## config.mk

```make
export PLATFORM = sky130hd
export DESIGN_NAME = hba_mul64
export DESIGN_NICKNAME = d
export VERILOG_FILES = /design/src/hdl/hba_mul64.sv
export SDC_FILE = /design/constraint.sdc
export NUM_CORES = 2
export LEC_CHECK = 0
export ABC_CLOCK_PERIOD_IN_PS = 10350
export BUFFER_PORTS_ARGS = -buffer_cell sky130_fd_sc_hd__buf_2
export CAP_MARGIN = 30
export CORE_MARGIN = 4
export CORE_UTILIZATION = 59
export CTS_CLUSTER_SIZE = 28
export DETAILED_ROUTE_END_ITERATION = 6
export PLACE_DENSITY = 0.88
export SETUP_SLACK_MARGIN = 0.1
export SYNTH_ARGS = -nofsm -noshare
export SYNTH_HDL_FRONTEND = slang
export SYNTH_SLANG_ARGS = --single-unit
```

## constraint.sdc

```tcl
create_clock -name i_clk -period 10.35 [get_ports i_clk]
set_input_delay 1.5525 -clock i_clk [delete_from_list [all_inputs] [get_ports i_clk]]
set_output_delay 1.5525 -clock i_clk [all_outputs]
set_load 0.05 [all_outputs]
```

## src/hdl/hba_mul64.sv

```systemverilog
// 64 x 64 multiplier, low 64 bits, built from one shared 32 x 32 unit over 3 steps
// depends on nothing; product is valid in the cycle o_done is high
module hba_mul64 (
    input  logic        i_clk,
    input  logic        i_rst_n,
    input  logic        i_start,
    input  logic [63:0] i_a,
    input  logic [63:0] i_b,
    output logic        o_done,
    output logic [63:0] o_prod
);

    logic        r_busy;
    logic [1:0]  r_step;
    logic [63:0] r_a;
    logic [63:0] r_b;
    logic [63:0] r_acc;
    logic [31:0] r_cross;
    logic [31:0] mul_a;
    logic [31:0] mul_b;
    logic [63:0] mul_p;

    // operand select for the partial products
    always_comb begin
        case (r_step)
            2'd0: begin
                mul_a = r_a[31:0];
                mul_b = r_b[31:0];
            end
            2'd1: begin
                mul_a = r_a[31:0];
                mul_b = r_b[63:32];
            end
            2'd2: begin
                mul_a = r_a[63:32];
                mul_b = r_b[31:0];
            end
            default: begin
                mul_a = '0;
                mul_b = '0;
            end
        endcase
    end

    assign mul_p = mul_a * mul_b;

    // sequencing control
    always_ff @(posedge i_clk) begin
        if (!i_rst_n) begin
            r_busy <= 1'b0;
            r_step <= '0;
        end else if (i_start) begin
            r_busy <= 1'b1;
            r_step <= '0;
        end else if (r_busy) begin
            r_step <= r_step + 2'd1;
            if (r_step == 2'd3) begin
                r_busy <= 1'b0;
            end
        end
    end

    // partial product accumulation
    always_ff @(posedge i_clk) begin
        if (i_start) begin
            r_a <= i_a;
            r_b <= i_b;
        end else if (r_busy) begin
            case (r_step)
                2'd0: r_acc <= mul_p;
                2'd1: r_cross <= mul_p[31:0];
                2'd2: r_cross <= r_cross + mul_p[31:0];
                default: ;
            endcase
        end
    end

    assign o_done = r_busy && (r_step == 2'd3);
    assign o_prod = r_acc + {r_cross, 32'b0};

endmodule

```

## Yosys cells after proc, flatten, opt, wreduce, memory -nomap -nowiden

Cells that the tools add are included.

- Bitwise logic cells: 2
- Add/subtract/negate cells: 3
- Reduce and logical (&&, ||, !) cells: 8
- Multipliers: 1
- Equal/unequal tests: 3
- Mux-type cells: 6

Operator list:

| operator | count |
|---|---|
| one-hot mux 32 bit (2 select lines) | 3 |
| adder 64 bit | 1 |
| multiplier 32 x 32 -> 64 bit | 1 |
| adder 32 bit | 1 |
| AND reduction 3 bit | 2 |
| OR reduction 2 bit | 3 |
| equality test 2 bit (second input constant) | 2 |
| two-way mux 1 bit | 3 |
| adder 2 x 1 -> 2 bit (second input constant) | 1 |
| equality test 2 x 1 -> 1 bit (second input constant) | 1 |
| logical NOT 2 bit | 1 |
| NOT 1 bit | 2 |
| nonzero test 2 bit | 1 |
| logical AND 1 bit | 1 |

- Logic and storage cells: 29
- Input bits: 131
- Bits in registers: 227

## Longest topological paths before layout

- Depth after elaboration: 6
- Gate-level depth with buffers: 46

## Worst setup path after synthesis

No wires, ideal clock.

- Path type: register to register
- From: register r_step[0]
- To: register r_cross[29] (data pin)
- Path slack: 189 ps
- Cell stages (with the launch flop): 45
- Buffers on the path: 8
- Data arrival time: 9901 ps
- Required time: 10090 ps
- Cells stage by stage: dfxtp_1 > inv_1 > clkbuf_1 > clkbuf_1 > ha_1 > or2_2 > clkbuf_1 > buf_1 > a22o_1 > clkbuf_1 > clkbuf_1 > nand2_1 > fa_1 > inv_1 > fa_1 > fa_1 > inv_1 > fa_1 > [... 9 more ...] > a21oi_1 > inv_1 > o31ai_4 > o211ai_2 > a21o_1 > a21oi_1 > xnor2_1 > ha_1 > clkbuf_1 > a21oi_1 > o21ai_0 > a21o_1 > a21o_1 > a21o_1 > a21oi_1 > o21ai_1 > xor2_1 > mux2_2

- Word-level cells in the longest chain between the ends: 6
- Elaborated cells on any way between the ends: 10
- Classes of those cells: add/sub: 1; mul: 1; eq/ne: 2; mux: 3; reduce/logical: 3

Ends and longest elaborated chain:

| what | line | text |
|---|---|---|
| from (decl) | 14 | `logic [1:0] r_step;` |
| from (signal assigned) | 56 | `r_step <= r_step + 2'd1;` |
| equality test 2 x 1 -> 1 bit (tied with other cells) | 25 | `case (r_step)` |
| OR reduction 2 bit (no line) | - |  |
| one-hot mux 32 bit (2 select lines) | 25 |  |
| multiplier 32 x 32 -> 64 bit * | 45 | `assign mul_p = mul_a * mul_b;` |
| via mul_p[23] | 21 | `logic [63:0] mul_p;` |
| adder 32 bit * | 72 | `2'd2: r_cross <= r_cross + mul_p[31:0];` |
| one-hot mux 32 bit (2 select lines) * | 69 | `case (r_step)` |
| to (signal assigned) | 71 | `2'd1: r_cross <= mul_p[31:0];` |
| to (signal assigned) | 72 |  |
| to (decl) | 18 | `logic [31:0] r_cross;` |

Mark *: on every way through the listed nets, which the timed path passes. The rest lies on a longest branch.
A chain may end at the register's enable or synchronous reset.

## Final worst setup path

- From: register r_step[0]
- To: register r_cross[30] (data pin)

The elaborated chain is that of the path after synthesis.

==> impl_metrics.json <==
{
  "fp.dieW_um": 279,
  "grt_use_total_pct": 35.4,
  "worstHoldEndpoint": "r_step[1]$_SDFFE_PP0P_",
  "fin_nets": 6051,
  "multi_input_area_um2": 32100,
  "post-place-ws_ns": 0.158,
  "synth-compound-area-share_pct": 7.07,
  "synth-simple-area-share_pct": 12.6,
  "top_layer": "met5",
  "die-area_um2": 77900,
  "clkSinkCount": 227,
  "synth_commonest_cells": "919 x inv_1, 898 x fa_1, 670 x nand2_1, 525 x nor2_1, 330 x ha_1",
  "dp_hpwl_mm": 112,
  "hold_start": "r_step[1]$_SDFFE_PP0P_",
  "drt-vias-per-instance": 6.11,
  "root_buffer": "clkbuf_16",
  "slew_viol_final": 0,
  "status": "completed",
  "tightest_slew_ns": 1.01,
  "max_cap_viol_count": 0,
  "crit_path_end_kind": "flip-flop",
  "met1_length_mm": 44.6,
  "fp.coreArea_um2": 72800,
  "ys_seq_area_share_pct": 15.7,
  "slowest_delay_ns": 0.65,
  "timing.final.crit_share_pct": 96.2,
  "dr_wl_met2_mm": 61.0,
  "antenna_found_initial": 2,
  "hold-path-cell-count": 2,
  "setup_slack_ns": 0.397,
  "synth_top_family_by_area": "adder cells",
  "routed_wl_mm": 139,
  "synth_top_cell_area_share_pct": 41.5,
  "cts_buffers": 24,
  "ios": 196,
  "drc": 0,
  "reg2reg_from": "r_step[0]$_SDFFE_PP0P_",
  "place_congestion": 1.08,
  "synth_area_leaders": "fa_1 41%, edfxtp_1 16%, ha_1 9.5%, inv_1 8.0%, nand2_1 5.8%",
  "fin_skew_ns": 0.0220,
  "worstPathRequired_ns": 10.65,
  "synthXorXnorAreaFrac_pct": 2.38,
  "hold_violations": 0,
  "ys_ff_latch": 227,
  "ys.flop_type": "edfxtp_1",
  "min_path_type": "flip-flop to flip-flop",
  "period_minus_slack_ns": 9.95,
  "syn_area_um2": 43400,
  "rows": 99,
  "clock_latency_ns": 0.57,
  "wl_met3_mm": 20.1,
  "setup_violations": 0,
  "syn_to_final_growth_pct": 7.04,
  "clock.fmax_mhz": 100,
  "reg2reg_slack_ns": 0.40,
  "io_buffer_count": 195,
  "critPathLaunchType": "flip-flop",
  "yosysMostFrequentCell": "inv_1",
  "h-tree-depth": 1,
  "r2r_cells": 32,
  "avgSynthCellArea_um2": 9.44,
  "antenna_left": 0,
  "vias": 34600,
  "drt-initial-drc-count": 4121,
  "rr_endpoint": "r_cross[30]$_DFFE_PP_",
  "clk_pin_slew_ns": 0.07,
  "cts_buffer_depth": 3,
  "first_pass_iters": 7,
  "grt_max_degree": 83,
  "start_util_pct": 59.5,
  "drive_above_1_share_pct": 9.88,
  "worstPathMaxFanout": 32,
  "synth-edff-count": 224,
  "cts_hold_buf": 0,
  "relSlewSlack_pct": 32.7,
  "grt_pass1_vias": 36600,
  "routedWlPerCell_um": 24.5,
  "n_fill_cell": 5650,
  "async_reset_ff_share_pct": 0,
  "synth_top_area_cell": "fa_1",
  "cp_slowest_cell": "fa_1",
  "dieHeight_um": 279,
  "rsz0062_at_grt": "yes",
  "worstSetupPathType": "flip-flop to flip-flop",
  "synth_nets": 5953,
  "yosys.area_share.adder_pct": 51.0,
  "muxShareOfSynthArea_pct": 0.693,
  "seq_area_um2": 6790,
  "synthCells": 4594,
  "synth_cell_types": 73,
  "critical_path_arrival_ns": 10.25,
  "ys.warnings.count": 0,
  "cpMostUsedCell": "fa_1",
  "grt_pass1_wl_mm": 208,
  "cts_tree": "done",
  "overflow": 0
}
==> metal layers <==
layer  vias up  track usage [%]
met5         -            0.122
met4         2             25.1
met3       806             12.8
met2      2708             53.9
met1     16900             41.7
li1      14200                -
==> logic make-up after synthesis <==
kind of cell | Yosys count
simple gates | 1351
xor+xnor | 118
flops | 227
compound gates | 461
mux | 27
buf+inv | 1182
fa+ha+maj | 1228
==> what timing repair did <==
action,CTS,global route
setup buffers,0,4
pin swaps,0,3
cloned,0,1
setup endpoints to repair,1,18
resized for setup,1,25
==> sequential cells by signal, indices dropped and copies added, names as in the netlist <==
name	cells
r_busy	1
r_b	64
r_step	2
r_acc	64
r_a	64
r_cross	32
==> area by class of cell <==
cell class	instances	area share, %
inverters	919	7.43
well taps	959	2.59
multi-input cells	3186	69.2
clock buffers	28	1.37
flip-flops and latches	227	14.6
clock inverters	12	0.143
repair buffers	334	4.58
diodes	2	0.0108
==> critical path, delay by kind of cell (launching register included) <==
family                   cells  cell delay, ns
multiplexers                 1            0.26
AND/OR/NAND/NOR              5            0.93
AO/OA/AOI/OAI                6            1.29
buffers and inverters        7            1.21
adder cells (fa/ha/maj)     11            5.27
XOR/XNOR                     2            0.33
flip-flops                   1            0.36
==> cells in the final DEF (no fill, tap or decap), types with 15 or more instances in the layout <==
cell       synthesis  final
inv_1            919    919
fa_1             898    898
nand2_1          670    670
nor2_1           525    519
ha_1             330    325
edfxtp_1         224    224
buf_2              0    194
a21oi_1          132    129
buf_4             34    128
xnor2_1           81     80
a22oi_1           64     59
o21ai_0           58     58
a21o_1            45     45
xor2_1            37     35
a22o_1            32     32
or2_2             34     31
o21bai_1          28     28
clkbuf_16          0     25
nand3_1           24     24
mux2_2            24     24
a31oi_1           18     18
and3_1            15     15
==> how the worst max path moves through the flow <==
| stage | to | from | slack, ns | cells past startpoint |
|---|---|---|---|---|
| finish | r_cross[30]$_DFFE_PP_ | r_step[0]$_SDFFE_PP0P_ | 0.40 | 32 |
| global route | r_cross[30]$_DFFE_PP_ | r_step[1]$_SDFFE_PP0P_ | -0.007 | 35 |
| CTS | r_cross[29]$_DFFE_PP_ | r_step[1]$_SDFFE_PP0P_ | 0.17 | 38 |
| detailed placement | r_cross[29]$_DFFE_PP_ | r_step[1]$_SDFFE_PP0P_ | 0.16 | 35 |
| global placement | r_cross[29]$_DFFE_PP_ | r_step[1]$_SDFFE_PP0P_ | 0.44 | 35 |
| floorplan | r_cross[29]$_DFFE_PP_ | r_step[0]$_SDFFE_PP0P_ | 0.19 | 44 |
==> per-stage QoR <==
stage | util [%] | setup TNS, ns | std cells | cell area (um2) | hold WS (ns)
2_1_floorplan | - | 0 | 4594 | 43400 | 0.481
3_3_place_gp | 62.4 | 0 | 5618 | 45500 | 0.530
3_5_place_dp | 62.5 | 0 | 5619 | 45500 | 0.546
4_1_cts | 63.4 | 0 | 5659 | 46200 | 0.556
5_1_grt | 63.7 | -0.00703 | 5665 | 46400 | 0.551
6_report | 63.7 | 0 | 5667 | 46400 | 0.534
Power is left out: the tool's default activity adds up to more than one toggle a clock period on the data nets, which glitch-free logic cannot reach.
