==> src/hdl/hba_pkg.sv <==
// shared types and constants for the histogram bin remap accumulator
// no dependencies; hba_map and the top level use scoped names, the testbench imports it
package hba_pkg;

    // configuration port
    localparam int CFG_IDX_W  = 3;
    localparam int CFG_DATA_W = 32;

    localparam logic [CFG_IDX_W-1:0] CFG_DEST_MIN = 3'd0;
    localparam logic [CFG_IDX_W-1:0] CFG_DEST_MAX = 3'd1;
    localparam logic [CFG_IDX_W-1:0] CFG_SRC_MIN  = 3'd2;
    localparam logic [CFG_IDX_W-1:0] CFG_SRC_MAX  = 3'd3;
    localparam logic [CFG_IDX_W-1:0] CFG_SRC_BINS = 3'd4;

    // mapping datapath widths
    localparam int PROD_W = 52;   // 34 x 18 signed product
    localparam int P_W    = 49;   // config products, signed
    localparam int PB_W   = 48;   // destination span times source step
    localparam int A_W    = 51;   // signed offset into the destination range
    localparam int MAG_W  = 50;   // magnitude of that offset
    localparam int SC_W   = 41;   // half magnitude times bin scale
    localparam int DIV_W  = 68;   // rounding divider numerator
    localparam int STEP_W = 5;    // step counter of the mapping unit

    typedef enum logic [1:0] {
        MODE_ADD,
        MODE_SUB,
        MODE_QUERY,
        MODE_SCALE
    } t_mode;

    typedef struct packed {
        t_mode              mode;
        logic [15:0]        src_bin;
        logic signed [63:0] src_count;
        logic signed [31:0] sample_value;
        logic signed [63:0] factor;
    } t_in;

    typedef struct packed {
        logic signed [63:0] bin_count;
        logic [7:0]         dest_bin;
        logic               in_range;
        logic signed [63:0] total_count;
    } t_out;

    typedef struct packed {
        logic signed [31:0] dest_min;
        logic signed [31:0] dest_max;
        logic signed [31:0] src_min;
        logic signed [31:0] src_max;
        logic [16:0]        src_bins;
    } t_cfg;

    typedef struct packed {
        logic done;
        logic hit;
    } t_map_res;

    typedef enum logic [2:0] {
        MAP_IDLE,
        MAP_PROD,
        MAP_SUM,
        MAP_SCALE,
        MAP_NUM,
        MAP_CHK,
        MAP_DIV,
        MAP_DONE
    } t_map_state;

    typedef enum logic [3:0] {
        ST_CLEAR,
        ST_IDLE,
        ST_MAP,
        ST_READ,
        ST_MODIFY,
        ST_SCALE_READ,
        ST_SCALE_START,
        ST_SCALE_MUL,
        ST_TOTAL_START,
        ST_TOTAL_MUL,
        ST_DONE
    } t_top_state;

endpackage

==> src/hdl/hba_map.sv <==
// maps a source bin or a sample value to a destination bin with one final rounding
// depends on hba_pkg; one shared 34 x 18 multiplier and a bit-per-cycle divider
module hba_map #(
    parameter int NUM_BINS = 256,
    parameter int BIN_W    = 8
) (
    input  logic               i_clk,
    input  logic               i_rst_n,
    input  logic               i_start,
    input  logic               i_query,
    input  hba_pkg::t_cfg      i_cfg,
    input  logic [15:0]        i_src_bin,
    input  logic signed [31:0] i_sample,
    output hba_pkg::t_map_res  o_res,
    output logic [BIN_W-1:0]   o_bin
);

    localparam logic [15:0] M_FULL = 16'(NUM_BINS - 1);

    hba_pkg::t_map_state r_state;
    hba_pkg::t_map_state n_state;

    logic [hba_pkg::STEP_W-1:0]      r_step;
    logic signed [hba_pkg::P_W-1:0]  r_p0;
    logic signed [hba_pkg::P_W-1:0]  r_p1;
    logic signed [hba_pkg::P_W-1:0]  r_p2;
    logic [hba_pkg::PB_W-1:0]        r_p3;
    logic [hba_pkg::SC_W-1:0]        r_plo;
    logic [hba_pkg::SC_W-1:0]        r_phi;
    logic [hba_pkg::MAG_W-1:0]       r_mag;
    logic [hba_pkg::PB_W-1:0]        r_b;
    logic [15:0]                     r_m;
    logic                            r_neg;
    logic                            r_skip;
    logic                            r_ovf;
    logic [hba_pkg::DIV_W-1:0]       r_rem;
    logic [hba_pkg::DIV_W-1:0]       r_div;
    logic [hba_pkg::DIV_W-1:0]       r_dsh;
    logic [BIN_W-1:0]                r_q;

    logic signed [31:0] smin, smax, dmin, dmax;
    logic signed [32:0] sspan, dspan;
    logic               src_narrow, dest_narrow, skip;
    logic [16:0]        rden;

    logic signed [33:0]                op_a;
    logic signed [17:0]                op_b;
    logic signed [hba_pkg::PROD_W-1:0] prod;

    logic signed [hba_pkg::A_W-1:0] rnum, a_val, abs_a;
    logic [hba_pkg::PB_W-1:0]       b_val;
    logic [15:0]                    m_val;
    logic [hba_pkg::DIV_W-1:0]      num_w;
    logic                           rem_ge;

    // range decode from the configuration
    always_comb begin
        smin        = i_cfg.src_min;
        smax        = i_cfg.src_max;
        dmin        = i_cfg.dest_min;
        dmax        = i_cfg.dest_max;
        sspan       = $signed({smax[31], smax}) - $signed({smin[31], smin});
        dspan       = $signed({dmax[31], dmax}) - $signed({dmin[31], dmin});
        src_narrow  = (i_cfg.src_bins < 17'd2) || !(smax > smin);
        rden        = src_narrow ? 17'd1 : i_cfg.src_bins - 17'd1;
        dest_narrow = !(dmax > dmin);
        if (i_query) begin
            skip = dest_narrow;
        end else begin
            skip = ({1'b0, i_src_bin} >= i_cfg.src_bins) || (smin > smax) || (dmin > dmax);
        end
    end

    // shared multiplier operand select
    always_comb begin
        op_a = '0;
        op_b = '0;
        if (r_state == hba_pkg::MAP_PROD) begin
            case (r_step[1:0])
                2'd0: begin
                    op_a = {{2{smin[31]}}, smin};
                    op_b = {1'b0, rden};
                end
                2'd1: begin
                    op_a = {{2{dmin[31]}}, dmin};
                    op_b = {1'b0, rden};
                end
                2'd2: begin
                    op_a = {sspan[32], sspan};
                    op_b = {2'b0, i_src_bin};
                end
                default: begin
                    op_a = {dspan[32], dspan};
                    op_b = {1'b0, rden};
                end
            endcase
        end else if (r_state == hba_pkg::MAP_SCALE) begin
            if (r_step[0]) begin
                op_a = {9'b0, r_mag[49:25]};
            end else begin
                op_a = {9'b0, r_mag[24:0]};
            end
            op_b = {2'b0, r_m};
        end
    end

    assign prod = op_a * op_b;

    // offset, span and scale of the mapping
    always_comb begin
        if (src_narrow) begin
            rnum = $signed({19'b0, i_src_bin, 16'b0});
        end else begin
            rnum = $signed({{2{r_p0[48]}}, r_p0}) + $signed({{2{r_p2[48]}}, r_p2});
        end
        if (i_query) begin
            a_val = $signed({{19{i_sample[31]}}, i_sample}) - $signed({{19{dmin[31]}}, dmin});
            b_val = {15'b0, dspan};
            m_val = M_FULL;
        end else if (dest_narrow) begin
            a_val = rnum;
            b_val = {15'b0, rden, 16'b0};
            m_val = 16'd1;
        end else begin
            a_val = rnum - $signed({{2{r_p1[48]}}, r_p1});
            b_val = r_p3;
            m_val = M_FULL;
        end
        abs_a = a_val[hba_pkg::A_W-1] ? -a_val : a_val;
    end

    // numerator for round half up: 2*m*mag + b over 2*b
    assign num_w  = hba_pkg::DIV_W'({r_phi, 25'b0}) + hba_pkg::DIV_W'(r_plo);
    assign rem_ge = r_rem >= r_dsh;

    // next state
    always_comb begin
        n_state = r_state;
        unique case (r_state)
            hba_pkg::MAP_IDLE:  if (i_start) n_state = hba_pkg::MAP_PROD;
            hba_pkg::MAP_PROD:  if (r_step[1:0] == 2'd3) n_state = hba_pkg::MAP_SUM;
            hba_pkg::MAP_SUM:   n_state = hba_pkg::MAP_SCALE;
            hba_pkg::MAP_SCALE: if (r_step[0]) n_state = hba_pkg::MAP_NUM;
            hba_pkg::MAP_NUM:   n_state = hba_pkg::MAP_CHK;
            hba_pkg::MAP_CHK:   n_state = hba_pkg::MAP_DIV;
            hba_pkg::MAP_DIV:   if (r_step == '0) n_state = hba_pkg::MAP_DONE;
            hba_pkg::MAP_DONE:  n_state = hba_pkg::MAP_IDLE;
            default:            n_state = hba_pkg::MAP_IDLE;
        endcase
    end

    // state and step counter
    always_ff @(posedge i_clk) begin
        if (!i_rst_n) begin
            r_state <= hba_pkg::MAP_IDLE;
            r_step  <= '0;
        end else begin
            r_state <= n_state;
            case (r_state) inside
                hba_pkg::MAP_PROD,
                hba_pkg::MAP_SCALE: r_step <= (n_state == r_state) ? r_step + 1'b1 : '0;
                hba_pkg::MAP_CHK:   r_step <= hba_pkg::STEP_W'(BIN_W - 1);
                hba_pkg::MAP_DIV:   r_step <= r_step - 1'b1;
                default:            r_step <= '0;
            endcase
        end
    end

    // datapath registers
    always_ff @(posedge i_clk) begin
        case (r_state)
            hba_pkg::MAP_PROD: begin
                case (r_step[1:0])
                    2'd0:    r_p0 <= prod[hba_pkg::P_W-1:0];
                    2'd1:    r_p1 <= prod[hba_pkg::P_W-1:0];
                    2'd2:    r_p2 <= prod[hba_pkg::P_W-1:0];
                    default: r_p3 <= prod[hba_pkg::PB_W-1:0];
                endcase
            end
            hba_pkg::MAP_SUM: begin
                r_mag  <= abs_a[hba_pkg::MAG_W-1:0];
                r_neg  <= a_val[hba_pkg::A_W-1];
                r_b    <= b_val;
                r_m    <= m_val;
                r_skip <= skip;
            end
            hba_pkg::MAP_SCALE: begin
                if (r_step[0]) begin
                    r_phi <= prod[hba_pkg::SC_W-1:0];
                end else begin
                    r_plo <= prod[hba_pkg::SC_W-1:0];
                end
            end
            hba_pkg::MAP_NUM: begin
                r_rem <= (num_w << 1) + hba_pkg::DIV_W'(r_b);
                r_div <= hba_pkg::DIV_W'({r_b, 1'b0});
            end
            hba_pkg::MAP_CHK: begin
                r_ovf <= r_rem >= (r_div << BIN_W);
                r_dsh <= r_div << (BIN_W - 1);
                r_q   <= '0;
            end
            hba_pkg::MAP_DIV: begin
                if (rem_ge) begin
                    r_rem <= r_rem - r_dsh;
                end
                r_q   <= BIN_W'({r_q, rem_ge});
                r_dsh <= r_dsh >> 1;
            end
            default: ;
        endcase
    end

    // result: negative offsets only land in bin zero when they round to it
    always_comb begin
        o_res.done = (r_state == hba_pkg::MAP_DONE);
        o_res.hit  = !r_skip && !r_ovf &&
                     (r_neg ? (r_q == '0) : ({1'b0, r_q} < (BIN_W + 1)'(NUM_BINS)));
        o_bin      = r_q;
    end

endmodule

==> config.mk <==
export PLATFORM = sky130hd
export DESIGN_NAME = hba_map
export DESIGN_NICKNAME = d
export VERILOG_FILES = /design/src/hdl/hba_pkg.sv /design/src/hdl/hba_map.sv
export SDC_FILE = /design/constraint.sdc
export NUM_CORES = 2
export LEC_CHECK = 0
export BUFFER_PORTS_ARGS = -buffer_cell sky130_fd_sc_hd__buf_2
export CAP_MARGIN = 20
export CORE_MARGIN = 4
export CORE_UTILIZATION = 50
export CTS_BUF_LIST = sky130_fd_sc_hd__clkbuf_4 sky130_fd_sc_hd__clkbuf_8
export CTS_CLUSTER_SIZE = 20
export DETAILED_ROUTE_END_ITERATION = 10
export GPL_TIMING_DRIVEN = 0
export PLACE_DENSITY = 0.66
export SYNTH_ARGS = -nofsm -noshare
export SYNTH_HDL_FRONTEND = slang
export SYNTH_SLANG_ARGS = --single-unit
==> constraint.sdc <==
create_clock -name i_clk -period 13.9 [get_ports i_clk]
set_clock_uncertainty 0.2 [all_clocks]
set_input_delay 2.085 -clock i_clk [delete_from_list [all_inputs] [get_ports i_clk]]
set_output_delay 2.085 -clock i_clk [all_outputs]
set_load 0.02 [all_outputs]
# Word level (Yosys, flattened, before mapping)
# Index checks and enable logic that the tools add are counted.
[totals]
ff_bits = 594
output_inout_bits = 10
input_bits = 197
wordCells = 110
[classes]
n_mul = 1
n_lt_le_gt_ge = 8
bitwise_logic = 3
eq_ne = 12
n_reduce_logical = 25
muxes = 30
addsub = 12
[op_table]
columns = ["operator", "n"]
rows = [
  ["one-hot mux 68 bit (2 select lines)", 2],
  ["two-way mux 51 bit", 3],
  ["> comparator 32 bit", 4],
  ["one-hot mux 34 bit (3 select lines)", 1],
  ["subtractor 32 x 32 -> 33 bit", 3],
  ["adder 68 x 48 -> 68 bit", 1],
  ["greater-or-equal comparator 68 x 57 -> 1 bit", 1],
  ["greater-or-equal comparator 68 bit", 1],
  ["two-way mux 68 bit", 1],
  ["subtractor 68 bit", 1],
  ["adder 66 x 41 -> 67 bit", 1],
  ["two-way mux 33 bit", 2],
  ["two-way mux 17 bit", 3],
  ["subtractor 51 x 49 -> 51 bit", 1],
  ["adder 49 x 49 -> 50 bit", 1],
  ["two-way mux 25 bit", 2],
  ["two-way mux 50 bit", 1],
  ["negator 50 bit", 1],
  ["multiplier 34 x 18 -> 49 bit", 1],
  ["two-way mux 34 bit", 1],
  ["one-hot mux 3 bit (8 select lines)", 1],
  ["two-way mux 5 bit", 4],
  ["greater-or-equal comparator 16 x 17 -> 1 bit", 1],
  ["less-than comparator 17 x 2 -> 1 bit (second input constant)", 1],
  ["27 further kinds", 52],
]

# Logic depth before layout (Yosys ltp)
[depth]
depth_word = 9
mapped_depth = 44
depth_no_buf = 44

# Least setup slack after synthesis
# Ideal clock, no wire load.
[synth_timing]
path_kind = "input port to flip-flop"
from = "in i_cfg[69] (netlist bit)"
to = "reg r_p0[45] (netlist bit) (data pin)"
path_stages = 42
slack_ns = 2.094
required_ns = 13.427
n_path_buf = 5
arrival_time_ns = 11.333
setup_time_ns = 0.273
path_cell_list = "inv_1 ha_1 a2111oi_2 o21ai_1 a221oi_2 o21ai_1 a31o_4 o21ai_4 buf_4 buf_4 buf_2 nor3_1 a21oi_1 nand2b_1 clkbuf_1 clkbuf_1 nor2_1 fa_1 [... 6 more ...] inv_1 fa_1 inv_1 ha_1 and3_1 a211oi_1 a211oi_1 nand3b_1 o211ai_1 a21o_1 a311oi_1 a311oi_1 o21ai_0 a22o_1 o41ai_1 o21bai_1 a21oi_1 xnor2_1"
[synth_between]
elab_chain_cells = 7
elab_cells_between_ends = 10
cone_classes = "add/sub (1); mul (1); order compare (1); mux (5); reduce/logical (2)"
[synth_rtl]
columns = ["element", "line_no", "rtl"]
rows = [
  ["start, declared", "hba_map.sv:11", "input hba_pkg::t_cfg i_cfg,"],
  ["> comparator 32 bit", "hba_map.sv:64", "src_narrow = (i_cfg.src_bins < 17'd2) || !(smax > smin);"],
  ["zero test 1 bit", "hba_map.sv:64", ""],
  ["logical OR 1 bit", "hba_map.sv:64", ""],
  ["two-way mux 17 bit", "hba_map.sv:65", "rden = src_narrow ? 17'd1 : i_cfg.src_bins - 17'd1;"],
  ["two-way mux 17 bit", "hba_map.sv:79", "case (r_step[1:0])"],
  ["two-way mux 17 bit", "hba_map.sv:78", "if (r_state == hba_pkg::MAP_PROD) begin"],
  ["multiplier 34 x 18 -> 49 bit (*)", "hba_map.sv:107", "assign prod = op_a * op_b;"],
  ["named net prod (one bit)", "hba_map.sv:48", "logic signed [hba_pkg::PROD_W-1:0] prod;"],
  ["end signal, assigned", "hba_map.sv:174", "2'd0: r_p0 <= prod[hba_pkg::P_W-1:0];"],
  ["end, declared", "hba_map.sv:24", "logic signed [hba_pkg::P_W-1:0] r_p0;"],
]
# The timed path passes the listed nets; every way through them passes the cells marked *.
# A chain may end at the register's enable or synchronous reset.

# Final worst setup path
[layout_timing]
from = "in i_cfg[50] (netlist bit)"
to = "reg r_p3[45] (netlist bit) (data pin)"
[layout_between]
elab_chain_cells = 7
elab_cells_between_ends = 10
cone_classes = "add/sub (1); mul (1); order compare (1); mux (5); reduce/logical (2)"
[layout_rtl]
columns = ["element", "line_no", "rtl"]
rows = [
  ["> comparator 32 bit", "hba_map.sv:64", ""],
  ["zero test 1 bit", "hba_map.sv:64", ""],
  ["logical OR 1 bit", "hba_map.sv:64", ""],
  ["two-way mux 17 bit", "hba_map.sv:65", ""],
  ["two-way mux 17 bit", "hba_map.sv:79", ""],
  ["two-way mux 17 bit", "hba_map.sv:78", ""],
  ["multiplier 34 x 18 -> 49 bit (*)", "hba_map.sv:107", ""],
  ["named net prod (one bit)", "hba_map.sv:48", ""],
  ["end signal, assigned", "hba_map.sv:177", "default: r_p3 <= prod[hba_pkg::PB_W-1:0];"],
  ["end, declared", "hba_map.sv:27", "logic [hba_pkg::PB_W-1:0] r_p3;"],
]
# Marks and branches as above.

==> qor.tcl <==
set qor(synth_async_sr_flop_share) 0
set qor(synth_compound_area_frac) 0.1671
set qor(worstMarginPinSlew_ns) 1.461
set qor(global_route.overflow_total) 0
set qor(setup.worst_path.class) {in2reg}
set qor(status) {complete, no violations}
set qor(data_arrival_at_the_endpoint_of_the_critical_path_ns) 14.27
set qor(die_width_microns) 360.4
set qor(cts_made_buffers) 98
set qor(ys.warnings.count) 0
set qor(longest_clk_path_bufs) 3
set qor(synth_ff_type) {sky130_fd_sc_hd__edfxtp_1}
set qor(main_combinational_cell_family_by_area_after_synthesis) {adder cells}
set qor(met2_length_microns) 107000
set qor(post-synth-top-area-cell) {sky130_fd_sc_hd__edfxtp_1}
set qor(postLayoutCoreUtil) 0.5576
set qor(critPathMaxFanout) 10
set qor(synthesis.area_per_instance_sq_um) 9.174
set qor(cts_tree) {done}
set qor(initialDrtViolationCount) 6659
set qor(post-place-ws_ns) -3.049
set qor(final_antenna_net_count) 0
set qor(p_leak_nw) 30.28
set qor(cp_data_required_time_ns) 14.31
set qor(total_negative_slack_for_setup_checks_ns) 0
set qor(dr.max_layer_used) {met5}
set qor(dr_wl_met3_microns) 28040
set qor(clk_latency_ns) 0.79
set qor(timing.final.crit_share) 0.9970
set qor(yosys.area_share.xor_xnor) 0.05924
set qor(grt_setup_unrepaired) {no}
set qor(ys_types) 117
set qor(post_synth_instance_area_sq_um) 62100
set qor(synth_area_leaders) {sky130_fd_sc_hd__edfxtp_1 27%, sky130_fd_sc_hd__fa_1 17%, sky130_fd_sc_hd__ha_1 10%, sky130_fd_sc_hd__inv_1 5.7%, sky130_fd_sc_hd__xnor2_1 3.8%}
set qor(port_buffers) 205
set qor(antenna_found_initial) 41
set qor(synth-simple-area-share) 0.1477
set qor(detailedPlacementHpwl_microns) 213300
set qor(finalWorstSetupSlack_ns) 0.04226
set qor(route.final.wire_length_microns) 254000
set qor(route.vias.total) 54632
set qor(drv_slew) 0
set qor(min_path_type) {reg2reg}
set qor(layout_cell_share_with_drive_strength_beyond_1) 0.09241
set qor(fin_cells) 8889
set qor(grt_pass1_vias) 52600
set qor(grt_first_pass_wirelength_microns) 361800
set qor(htreeDepth) 3
set qor(worst_case_headroom_to_the_max_slew_limit) 0.02627
set qor(finalSetupViolations) 0
set qor(finish.net_count) 8380
set qor(synth_edf_count) 559
set qor(cap_viol_max_count) 0
set qor(grt_max_degree) 65
set qor(placeable_core_area_sq_um) 123500
set qor(timing.critical_path.slowest_cell_delay_ns) 0.55
set qor(cp-start-kind) {input port}
set qor(placedCellCount) 8691
set qor(start_util) 0.5029
set qor(path_clk_slew_ns) 0.07
set qor(synth_fp_nets) 7998
set qor(cts_hold_buf) 0
set qor(detail_route.drc_violations) 0
set qor(number_of_synthesized_register_bits) 567
set qor(ir_worst_vdd_mv) 0.1144
set qor(fmaxAchievable_mhz) 72.16
set qor(synth_largest_type_area_fraction) 0.2703
set qor(firstDrtPassIters) 6
set qor(place_congestion) 1.036
set qor(placement_rows) 129
set qor(power_density_nw_per_um2) 106.6
set qor(global_route_usage_sum) 0.3840
set qor(die_area_sq_um) 129900
set qor(fraction_of_the_mapped_netlist_area_in_adder_cells) 0.2722
set qor(io_pins) 207
set qor(placed_cell_area_sq_um) 66570
set qor(syn_to_final_growth_pct) 10.87
set qor(cts_root_buffer) {sky130_fd_sc_hd__clkbuf_8}
set qor(final_design_area_no_fill_sq_um) 68850
set qor(height_of_the_die_microns) 360.4
set qor(cp_common_cell) {sky130_fd_sc_hd__fa_1}
set qor(finalHoldViolations) 0
set qor(timing.critical_path.slowest_stage_cell) {sky130_fd_sc_hd__fa_1}
set qor(critPathCaptureType) {flip-flop}
set qor(numClockSinks) 567
set qor(avgViaCountPerCell) 6.146
set qor(route.detailed.wl_per_inst_microns) 28.57
set qor(final.min_clock_period_ns) 13.86
set qor(mux_share_of_post_synthesis_cell_area) 0.009309
set qor(drt-met1-wl_microns) 103200
set qor(synth_seq_area_share) 0.2729
set qor(syn_inst) 6769
==> placed cells by master, fill, tap and decap left out, types with 59 or more instances in the layout <==
cell	count
sky130_fd_sc_hd__and3_1	62
sky130_fd_sc_hd__edfxtp_1	559
sky130_fd_sc_hd__inv_1	947
sky130_fd_sc_hd__o21a_1	69
sky130_fd_sc_hd__a211oi_1	59
sky130_fd_sc_hd__and2_1	89
sky130_fd_sc_hd__clkbuf_8	98
sky130_fd_sc_hd__xnor2_1	251
sky130_fd_sc_hd__nor3_1	103
sky130_fd_sc_hd__nand3_1	116
sky130_fd_sc_hd__ha_1	500
sky130_fd_sc_hd__a21o_1	207
sky130_fd_sc_hd__nor2b_1	77
sky130_fd_sc_hd__nand4_1	66
sky130_fd_sc_hd__nand2b_1	93
sky130_fd_sc_hd__xor2_1	138
sky130_fd_sc_hd__buf_2	220
sky130_fd_sc_hd__clkbuf_1	147
sky130_fd_sc_hd__nand2_1	592
sky130_fd_sc_hd__nor2_1	565
sky130_fd_sc_hd__a21oi_1	423
sky130_fd_sc_hd__fa_1	532
sky130_fd_sc_hd__o21ai_0	309
==> sequential cells by signal, summed over array words and instances (netlist names), 3 cells and up <==
name,cells
r_dsh,56
r_phi,41
r_mag,50
r_step,5
r_state,3
r_plo,41
r_b,48
r_p3,48
r_p0,49
o_bin,8
r_p1,49
r_div,48
r_p2,49
r_rem,68
==> path summary, 6_finish.rpt <==
check | to | startpoint | slack, ns | depth (start not counted)
worst max register to register | r_p3[45] | r_step[0] | 0.36 | 38
worst min register to register | r_div[35] | r_b[34] | 0.23 | 0
worst max-delay path | r_p3[45] | i_cfg[50] | 0.04 | 42
worst min-delay path | r_div[35] | r_b[34] | 0.23 | 0
==> metal layers <==
metal,global-route usage,up-vias
met5,0,-
met2,0.5655,3113
met4,0.1978,8
li1,-,24090
met3,0.09097,605
met1,0.5292,26816
==> through the flow <==
stage / hold slack (ns) / power (mW)
after floorplan: 0.2262 / 4.044
after global placement: 0.2494 / 5.373
after detailed placement: 0.2622 / 5.639
after CTS: 0.2241 / 7.248
after global routing: 0.2333 / 7.619
final: 0.2257 / 7.337
==> what timing repair did <==
action | 4_1_cts | 5_1_grt
buffers inserted | 3 | 1
gates resized for setup | 30 | 61
pin swaps | 3 | 0
endpoints found under the setup margin | 119 | 43
==> synthesized netlist by cell type, drive strengths merged, types with 15 or more instances <==
library cell,count
nor2b,77
nor3,113
nand2b,96
a21boi,27
ha,500
nor2,577
nor4,34
o22ai,15
inv,950
xnor2,268
or3,41
nand3,116
fa,532
a22oi,17
nand4,68
o21a,69
o31ai,25
a211o,20
and2,90
o21bai,48
a21oi,437
a31oi,54
a221o,15
and4,15
and3,64
a22o,19
nand2,593
a21o,208
xor2,152
a221oi,15
a211oi,64
o211ai,40
or2,17
mux2i,42
o21ai,338
buf,48
edfxtp,559
clkbuf,174
==> cell families after synthesis <==
kind of cell / after synthesis
AOI/OAI and AO/OA: 1576
buffers and inverters: 1173
DFF: 567
xor gates and xnor gates: 420
muxes: 55
adders and majority gates: 1032
and+or+nand+nor: 1946
==> report_power, final <==
part | switching (mW) | internal [mW] | leakage [nW] | total (mW)
registers | 0.0129 | 2.07 | 5.16 | 2.09
logic | 2.46 | 1.18 | 24.1 | 3.65
clock network | 0.780 | 0.821 | 1.04 | 1.60
==> area by class of cell <==
class                   count  area [sq um]
flip-flops and latches    567         16950
well taps                1637          2048
clock buffers             127          1567
fillers                 11423         54620
diodes                     23         57.56
clock inverters            51         386.6
inverters                 951          3570
multi-input cells        5029         41250
plain buffers             214         879.6
repair buffers            290          2147
==> worst max-delay path, delay by kind of cell <==
kind / cells / cell delay, ns
fa+ha+maj: 8 / 3.78
simple gates: 6 / 1.24
buf+inv: 11 / 2.42
compound gates: 16 / 4.23
xor+xnor: 1 / 0.42
No activity file was read; power rests on OpenSTA's default activity.
